## config.mk

```make
export PLATFORM = sky130hd
export DESIGN_NAME = wmpm_ctrl
export DESIGN_NICKNAME = d
export VERILOG_FILES = /design/src/hdl/wmpm_pkg.sv /design/src/hdl/wmpm_ctrl.sv
export VERILOG_INCLUDE_DIRS = /design/src /design/src/hdl
export SDC_FILE = /design/constraint.sdc
export NUM_CORES = 1
export LEC_CHECK = 0
export BUFFER_PORTS_ARGS = -buffer_cell sky130_fd_sc_hd__buf_2
export CAP_MARGIN = 20
export CORE_MARGIN = 2
export CORE_UTILIZATION = 54
export CTS_BUF_LIST = sky130_fd_sc_hd__clkbuf_16
export CTS_CLUSTER_DIAMETER = 100
export DETAILED_ROUTE_END_ITERATION = 10
export GPL_ROUTABILITY_DRIVEN = 0
export PLACE_DENSITY_LB_ADDON = 0.2
export SETUP_SLACK_MARGIN = 0.2
export SYNTH_ARGS = -nofsm -noshare
export SYNTH_HDL_FRONTEND = slang
export SYNTH_SLANG_ARGS = --single-unit
```

## constraint.sdc

```tcl
create_clock -name clk -period 3.5 [get_ports clk]
set_clock_uncertainty 0.1 [all_clocks]
set_input_delay 0.35 -clock clk [delete_from_list [all_inputs] [get_ports clk]]
set_output_delay 0.35 -clock clk [all_outputs]
set_load 0.05 [all_outputs]
```

## src/hdl/assert_macros.svh

```systemverilog
// Assertion macros shared by the matcher's RTL modules.
`ifndef ASSERT_MACROS_SVH
`define ASSERT_MACROS_SVH
// Check a condition at every clock edge outside reset.
`define AST_ALWAYS(lbl, cond) \
  lbl: assert property (@(posedge clk) disable iff (!rst_n) (cond)) \
    else $error("assertion failed");
// Check that a condition in one cycle implies another in the next cycle.
`define AST_NEXT(lbl, ante, cons) \
  lbl: assert property (@(posedge clk) disable iff (!rst_n) (ante) |=> (cons)) \
    else $error("assertion failed");
`endif

```

## src/hdl/wmpm_pkg.sv

```systemverilog
// Package of the matcher: sizes, codes, control structs and the saturating add.
package wmpm_pkg;

  localparam int MAX_NODES  = 1024;
  localparam int ALPHABET   = 26;
  localparam int SCORE_BITS = 48;
  localparam int NODE_W     = $clog2(MAX_NODES);
  localparam int CNT_W      = NODE_W + 1;
  localparam int LET_W      = 5;
  localparam int WEIGHT_W   = 20;
  localparam int CMD_W      = 2;
  localparam int STAT_W     = 2;

  typedef logic [ALPHABET-1:0][NODE_W-1:0] row_t;

  typedef enum logic [CMD_W-1:0] {
    CMD_PAT   = 2'd0,
    CMD_BUILD = 2'd1,
    CMD_TEXT  = 2'd2,
    CMD_CLEAR = 2'd3
  } cmd_t;

  typedef enum logic [STAT_W-1:0] {
    ST_OK    = 2'd0,
    ST_FULL  = 2'd1,
    ST_EARLY = 2'd2,
    ST_LATE  = 2'd3
  } status_t;

  typedef enum logic [4:0] {
    OP_NONE,
    OP_INIT,
    OP_CLR,
    OP_C_DONE,
    OP_REJ,
    OP_P_RD,
    OP_P_DEC,
    OP_P_SCW,
    OP_B_START,
    OP_B_ROOT,
    OP_B_POP,
    OP_B_FAIL,
    OP_B_RDU,
    OP_B_RDL,
    OP_B_SCW,
    OP_B_LOOP,
    OP_B_WRU,
    OP_B_DONE,
    OP_T_RD,
    OP_T_PICK,
    OP_T_SUM
  } dp_op_t;

  // Controller to datapath.
  typedef struct packed {
    dp_op_t op;
    logic   accept;
    logic   load_out;
  } dp_cmd_t;

  // Datapath to controller.
  typedef struct packed {
    cmd_t cmd;
    logic built;
    logic letter_ok;
    logic pend;
    logic p_full;
    logic idx_last;
    logic q_empty;
    logic clr_last;
  } dp_stat_t;

  localparam logic [SCORE_BITS-1:0] SCORE_MAX = '1;

  function automatic logic [SCORE_BITS-1:0] sat_add(input logic [SCORE_BITS-1:0] a,
                                                    input logic [SCORE_BITS-1:0] b);
    logic [SCORE_BITS:0] sum;
    sum = {1'b0, a} + {1'b0, b};
    return sum[SCORE_BITS] ? SCORE_MAX : sum[SCORE_BITS-1:0];
  endfunction

endpackage

```

## src/hdl/wmpm_ctrl.sv

```systemverilog
// Controller: sequences clear sweep, trie insert, breadth-first build and text steps.
`include "assert_macros.svh"
module wmpm_ctrl (
  input  logic                   clk,
  input  logic                   rst_n,
  input  logic                   in_valid,
  output logic                   in_ready,
  output logic                   out_valid,
  input  logic                   out_ready,
  input  wmpm_pkg::dp_stat_t     st,
  output wmpm_pkg::dp_cmd_t      cmd
);

  typedef enum logic [4:0] {
    S_CLR, S_CDONE, S_IDLE, S_DISP,
    S_P_DEC, S_P_SCW,
    S_B_ROOT, S_B_POP, S_B_FAIL, S_B_RDU, S_B_RDL, S_B_SCW, S_B_LOOP, S_B_WRU, S_B_DONE,
    S_T_PICK, S_T_SUM, S_RESP
  } state_t;

  state_t state_r, state_nxt;
  logic   clr_cmd_r, clr_cmd_nxt;
  logic   out_valid_r, out_valid_nxt;

  assign in_ready  = state_r == S_IDLE;
  assign out_valid = out_valid_r;

  // Next state and datapath command
  always_comb begin
    state_nxt    = state_r;
    clr_cmd_nxt  = clr_cmd_r;
    cmd.op       = wmpm_pkg::OP_NONE;
    cmd.accept   = 1'b0;
    cmd.load_out = 1'b0;
    unique case (state_r)
      S_CLR: begin
        cmd.op = wmpm_pkg::OP_CLR;
        if (st.clr_last) state_nxt = clr_cmd_r ? S_CDONE : S_IDLE;
      end
      S_CDONE: begin
        cmd.op = wmpm_pkg::OP_C_DONE;
        state_nxt = S_RESP;
      end
      S_IDLE: begin
        if (in_valid) begin
          cmd.accept = 1'b1;
          state_nxt = S_DISP;
        end
      end
      S_DISP: begin
        unique case (st.cmd)
          wmpm_pkg::CMD_PAT: begin
            if (st.built || !st.letter_ok) begin
              cmd.op = wmpm_pkg::OP_REJ; state_nxt = S_RESP;
            end else begin
              cmd.op = wmpm_pkg::OP_P_RD; state_nxt = S_P_DEC;
            end
          end
          wmpm_pkg::CMD_BUILD: begin
            if (st.built) begin
              cmd.op = wmpm_pkg::OP_REJ; state_nxt = S_RESP;
            end else begin
              cmd.op = wmpm_pkg::OP_B_START; state_nxt = S_B_ROOT;
            end
          end
          wmpm_pkg::CMD_TEXT: begin
            if (!st.built) begin
              cmd.op = wmpm_pkg::OP_REJ; state_nxt = S_RESP;
            end else begin
              cmd.op = wmpm_pkg::OP_T_RD; state_nxt = S_T_PICK;
            end
          end
          default: begin
            cmd.op = wmpm_pkg::OP_INIT; clr_cmd_nxt = 1'b1; state_nxt = S_CLR;
          end
        endcase
      end
      S_P_DEC: begin
        cmd.op = wmpm_pkg::OP_P_DEC;
        state_nxt = (!st.p_full && st.pend) ? S_P_SCW : S_RESP;
      end
      S_P_SCW: begin
        cmd.op = wmpm_pkg::OP_P_SCW; state_nxt = S_RESP;
      end
      S_B_ROOT: begin
        cmd.op = wmpm_pkg::OP_B_ROOT; state_nxt = S_B_LOOP;
      end
      S_B_POP: begin
        cmd.op = wmpm_pkg::OP_B_POP; state_nxt = S_B_FAIL;
      end
      S_B_FAIL: begin
        cmd.op = wmpm_pkg::OP_B_FAIL; state_nxt = S_B_RDU;
      end
      S_B_RDU: begin
        cmd.op = wmpm_pkg::OP_B_RDU; state_nxt = S_B_RDL;
      end
      S_B_RDL: begin
        cmd.op = wmpm_pkg::OP_B_RDL; state_nxt = S_B_SCW;
      end
      S_B_SCW: begin
        cmd.op = wmpm_pkg::OP_B_SCW; state_nxt = S_B_LOOP;
      end
      S_B_LOOP: begin
        cmd.op = wmpm_pkg::OP_B_LOOP;
        if (st.idx_last) state_nxt = S_B_WRU;
      end
      S_B_WRU: begin
        cmd.op = wmpm_pkg::OP_B_WRU;
        state_nxt = st.q_empty ? S_B_DONE : S_B_POP;
      end
      S_B_DONE: begin
        cmd.op = wmpm_pkg::OP_B_DONE; state_nxt = S_RESP;
      end
      S_T_PICK: begin
        cmd.op = wmpm_pkg::OP_T_PICK; state_nxt = S_T_SUM;
      end
      S_T_SUM: begin
        cmd.op = wmpm_pkg::OP_T_SUM; state_nxt = S_RESP;
      end
      S_RESP: begin
        if (!out_valid_r || out_ready) begin
          cmd.load_out = 1'b1; state_nxt = S_IDLE;
        end
      end
      default: state_nxt = S_IDLE;
    endcase
    if (cmd.load_out) out_valid_nxt = 1'b1;
    else if (out_ready) out_valid_nxt = 1'b0;
    else out_valid_nxt = out_valid_r;
  end

  // Hold state and registered outputs
  always_ff @(posedge clk) begin
    if (!rst_n) begin
      state_r     <= S_CLR;
      clr_cmd_r   <= 1'b0;
      out_valid_r <= 1'b0;
    end else begin
      state_r     <= state_nxt;
      clr_cmd_r   <= (state_r == S_CDONE) ? 1'b0 : clr_cmd_nxt;
      out_valid_r <= out_valid_nxt;
    end
  end

  `AST_ALWAYS(a_no_overwrite, !cmd.load_out || !out_valid_r || out_ready)
  `AST_NEXT(a_accept_busy, in_valid && in_ready, state_r == S_DISP)

endmodule

```

Word level (Yosys, flattened, before mapping) --
Index checks and enable logic that the tools add are counted.
Operators by class: equal/unequal tests 23, mux-type cells 23, bitwise logic cells 2, reduce and logical (&&, ||, !) cells 15
Operators by type and width (number):
- case mux 5 bit (16 select lines) | 1
- case mux 5 bit (14 select lines) | 1
- two-way mux 5 bit | 9
- == test 5 x 4 -> 1 bit, second input constant | 8
- case mux 5 bit (3 select lines) | 2
- == test 5 x 3 -> 1 bit, second input constant | 4
- == test 5 x 2 -> 1 bit, second input constant | 2
- == test 5 bit, second input constant | 2
- two-way mux 4 bit | 2
- != test 2 bit, second input constant | 4
- two-way mux 1 bit | 7
- == test 5 x 1 -> 1 bit, second input constant | 1
- logical NOT 5 bit | 1
- AND reduction 4 bit | 1
- OR reduction 2 bit | 2
- OR reduction 4 bit | 1
- logical NOT 1 bit | 3
- OR reduction 3 bit | 1
- == test 2 x 1 -> 1 bit, second input constant | 1
- == test 2 bit, second input constant | 1
- logical NOT 2 bit | 1
- logical OR 1 bit | 2
- two-way mux 2 bit | 1
- NOT 1 bit | 2
- other kinds (3) | 3
Word-level totals: register bits after elaboration 7, input port bits 13, output and inout port bits 9, logic and storage cells 66

Logic depth before layout (Yosys ltp) --
depth in word-level cells 5, gate-level depth with buffers 7, gate-level depth less buffers 5

Worst setup path before layout --
Ideal clock, no wire load.
kind reg2out, start reg state_r[2], end out cmd[1] (netlist bit), data arrival time 2.451 ns, data required time 3.050 ns, path slack 0.599 ns, stages on the path, launching flop included 6, buffers on the path 2, cells stage by stage dfxtp_1 buf_6 or2_1 buf_6 nor3_1 and2_1
RTL lines:
- start, declared | line wmpm_ctrl.sv:21 | state_t state_r, state_nxt;
- start signal, assigned | line wmpm_ctrl.sv:139 | state_r <= state_nxt;
- end, declared | line wmpm_ctrl.sv:11 | output wmpm_pkg::dp_cmd_t cmd

==> run_results.csv <==
group,metric,value,unit
status,status,"complete, no violations",
floorplan,core.rowCount,13,
clock_network,postCtsSetupBuffers,0,
place,post-place-ws,1.38,ns
drt,firstDrtPassIters,4,
grt,grt_pass1_vias,804,
timing,timing.fmax,0.424,GHz
yosys,synth_seq_cells,7,
timing,setup_ws,1.14,ns
setup_path,worstPathMaxFanout,17,
floorplan,fp.dieH,41.9,um
yosys,synthTopCellsByArea,"dfxtp_1, a21oi_1, nor2_1",
drt,drt_iter0_drc,58,
power_and_ir_drop,peakVddDrop,0.596,mV
cells_and_area,syn2layout_area_growth,18.9,%
drt,wl_per_cell,14.1,um
power_and_ir_drop,power_density,833,nW/um^2
yosys,synth_nets,128,
timing,fin_crit,2.36,ns
place,dp_hpwl,1490,um
cells_and_area,antenna_cells,0,
drt,wirelength,2060,um
clock_network,cts_resized,0,
setup_path,cp-start-kind,"flip-flop",
yosys,synth.top_cell.area_share,18.1,%
drt,vias_per_cell,6.33,
yosys,async_reset_ff_share,0,%
clock_network,cts_root_buffer,"clkbuf_16",
grt,grt.overflow.total,0,
cells_and_area,drive_gt1_share,22.1,%
floorplan,die_area,1760,sq um
yosys,synth_edf_count,0,
yosys,synth_seq_area_share,18.1,%
grt,grt_max_degree,21,
clock_network,postCtsHoldBufs,0,
timing,slew_headroom,54.6,%
grt,grt_pass1_wl,3590,um
worst_hold_path,min-delay-path-class,"in2reg",
timing,slew_viol_final,0,
clock_network,cts.clk_slew.worst_paths,0.03,ns
setup_path,endpoint_kind,"primary output",
floorplan,dieWidth,41.9,um
clock_network,numCtsBuffers,3,
grt,antenna_found_initial,0,
yosys,synth_area,776,sq um
setup_path,crit_arrival,1.91,ns
floorplan,start_util,58.9,%
drt,post-route-drc-count,0,
power_and_ir_drop,power.leakage,0.392,nW
yosys,synthCells,115,
clock_network,numClockSinks,7,
timing,tightest_slew,0.680,ns
yosys,synth_cell_types,43,
place,dp.cells,142,
cells_and_area,final_cells,146,
drt,final_antenna_net_count,0,
drt,vias,924,
clock_network,clkLatencyLatePin,0.23,ns
yosys,synth_top_area_cell,"dfxtp_1",
clock_network,clockBufferDepth,2,
place,portBuffers,21,
timing,final.setup.tns,0,ns
run,maxCapViolCount,0,
cells_and_area,finalNetCount,145,
setup_path,crit_type,"reg2out",
setup_path,crit_required,3.05,ns
yosys,synth_flop_cell,"dfxtp_1",
floorplan,ioPinCount,22,
clock_network,cts_tree,"done",
yosys,syn_avg_cell_area,6.75,sq um
timing,min_period_over_period,67.5,%
clock_network,cts_max_level,1,
timing,setup_viol,0,
grt,grtUsageTotal,26.8,%
yosys,synth_warnings,0,
timing,hold_violations,0,
floorplan,coreArea,1320,sq um
timing,rsz0062_at_grt,"false",
## report_power, final
part / switching, W / leakage, nW / total (W) / internal, W
Combinational: 0.000271 / 0.292 / 0.000406 / 0.000135
Clock: 0.0000450 / 0.0423 / 0.000194 / 0.000149
Sequential: 0.0000706 / 0.0569 / 0.000169 / 0.0000983
## worst max-delay path, cell delays in order (launching register included)
cell     delay, ns
dfxtp_1       0.46
or2_1         0.42
o32a_1        0.38
o21ai_0       0.13
buf_2         0.28
## worst paths after layout
path,from,slack (ns),cells past startpoint,to
max,state_r[2]$_SDFFE_PN0P_,1.14,4,cmd[6]
min,rst_n,0.31,2,state_r[4]$_SDFFE_PN0P_
max reg2reg,state_r[2]$_SDFFE_PN0P_,1.57,5,state_r[1]$_SDFFE_PN0P_
min reg2reg,out_valid$_SDFFE_PN0P_,0.48,2,out_valid$_SDFFE_PN0P_
## Yosys cell counts (2+ instances only)
library cell	n
nor2_1	13
a21oi_1	11
nand2_1	10
nor3_1	8
o21ai_0	8
dfxtp_1	7
inv_1	5
a31oi_1	3
buf_2	3
nand2b_1	3
nand3_1	3
nor2b_1	3
o211ai_1	3
a21o_1	2
and2_1	2
buf_6	2
clkbuf_1	2
o21a_1	2
## stage by stage
stage | hold slack, ns | area (sq um) | utilization, % | power [W]
6_report | 0.306 | 922 | 70.0 | 0.000768
5_1_grt | 0.327 | 922 | 70.0 | 0.000823
4_1_cts | 0.313 | 922 | 70.0 | 0.000766
3_5_place_dp | 0.476 | 843 | 64.0 | 0.000568
3_3_place_gp | 0.468 | 843 | 64.0 | 0.000563
2_1_floorplan | 0.367 | 776 | - | 0.000493
## final cells by class
type                            instances  area (sq um)
Clock buffer                            3          75.1
Clock inverter                          1          3.75
Fill cell                             116           395
Inverter                                6          22.5
Multi-Input combinational cell         93           557
Sequential cell                         7           140
Tap cell                               15          18.8
Timing Repair Buffer                   21           105
## registers in the layout, indices dropped and copies added, names as in the netlist
register,count
out_valid,1
state_r,5
clr_cmd_r,1
## logic make-up after synthesis
kind of cell | after synthesis | synth area share [%]
mux | 1 | 1.29
flops | 7 | 18.1
buf+inv | 15 | 10.2
simple gates | 49 | 33.1
compound gates | 43 | 37.4
## layout by cell type, fill, tap and decap left out, types with 6 or more instances in the layout
cell type / instances
inv_1: 6
nand2_1: 10
dfxtp_1: 7
buf_2: 21
nor3_1: 8
nor2_1: 13
a21oi_1: 11
o21ai_0: 8
## routing by layer
metal	up-vias	wire, um	GRT usage [%]
li1	451	-	-
met1	402	856	35.4
met2	65	970	41.3
met3	6	208	8.70
met4	0	23	8.39
met5	-	0	0
Power figures use the tool's default switching activity.
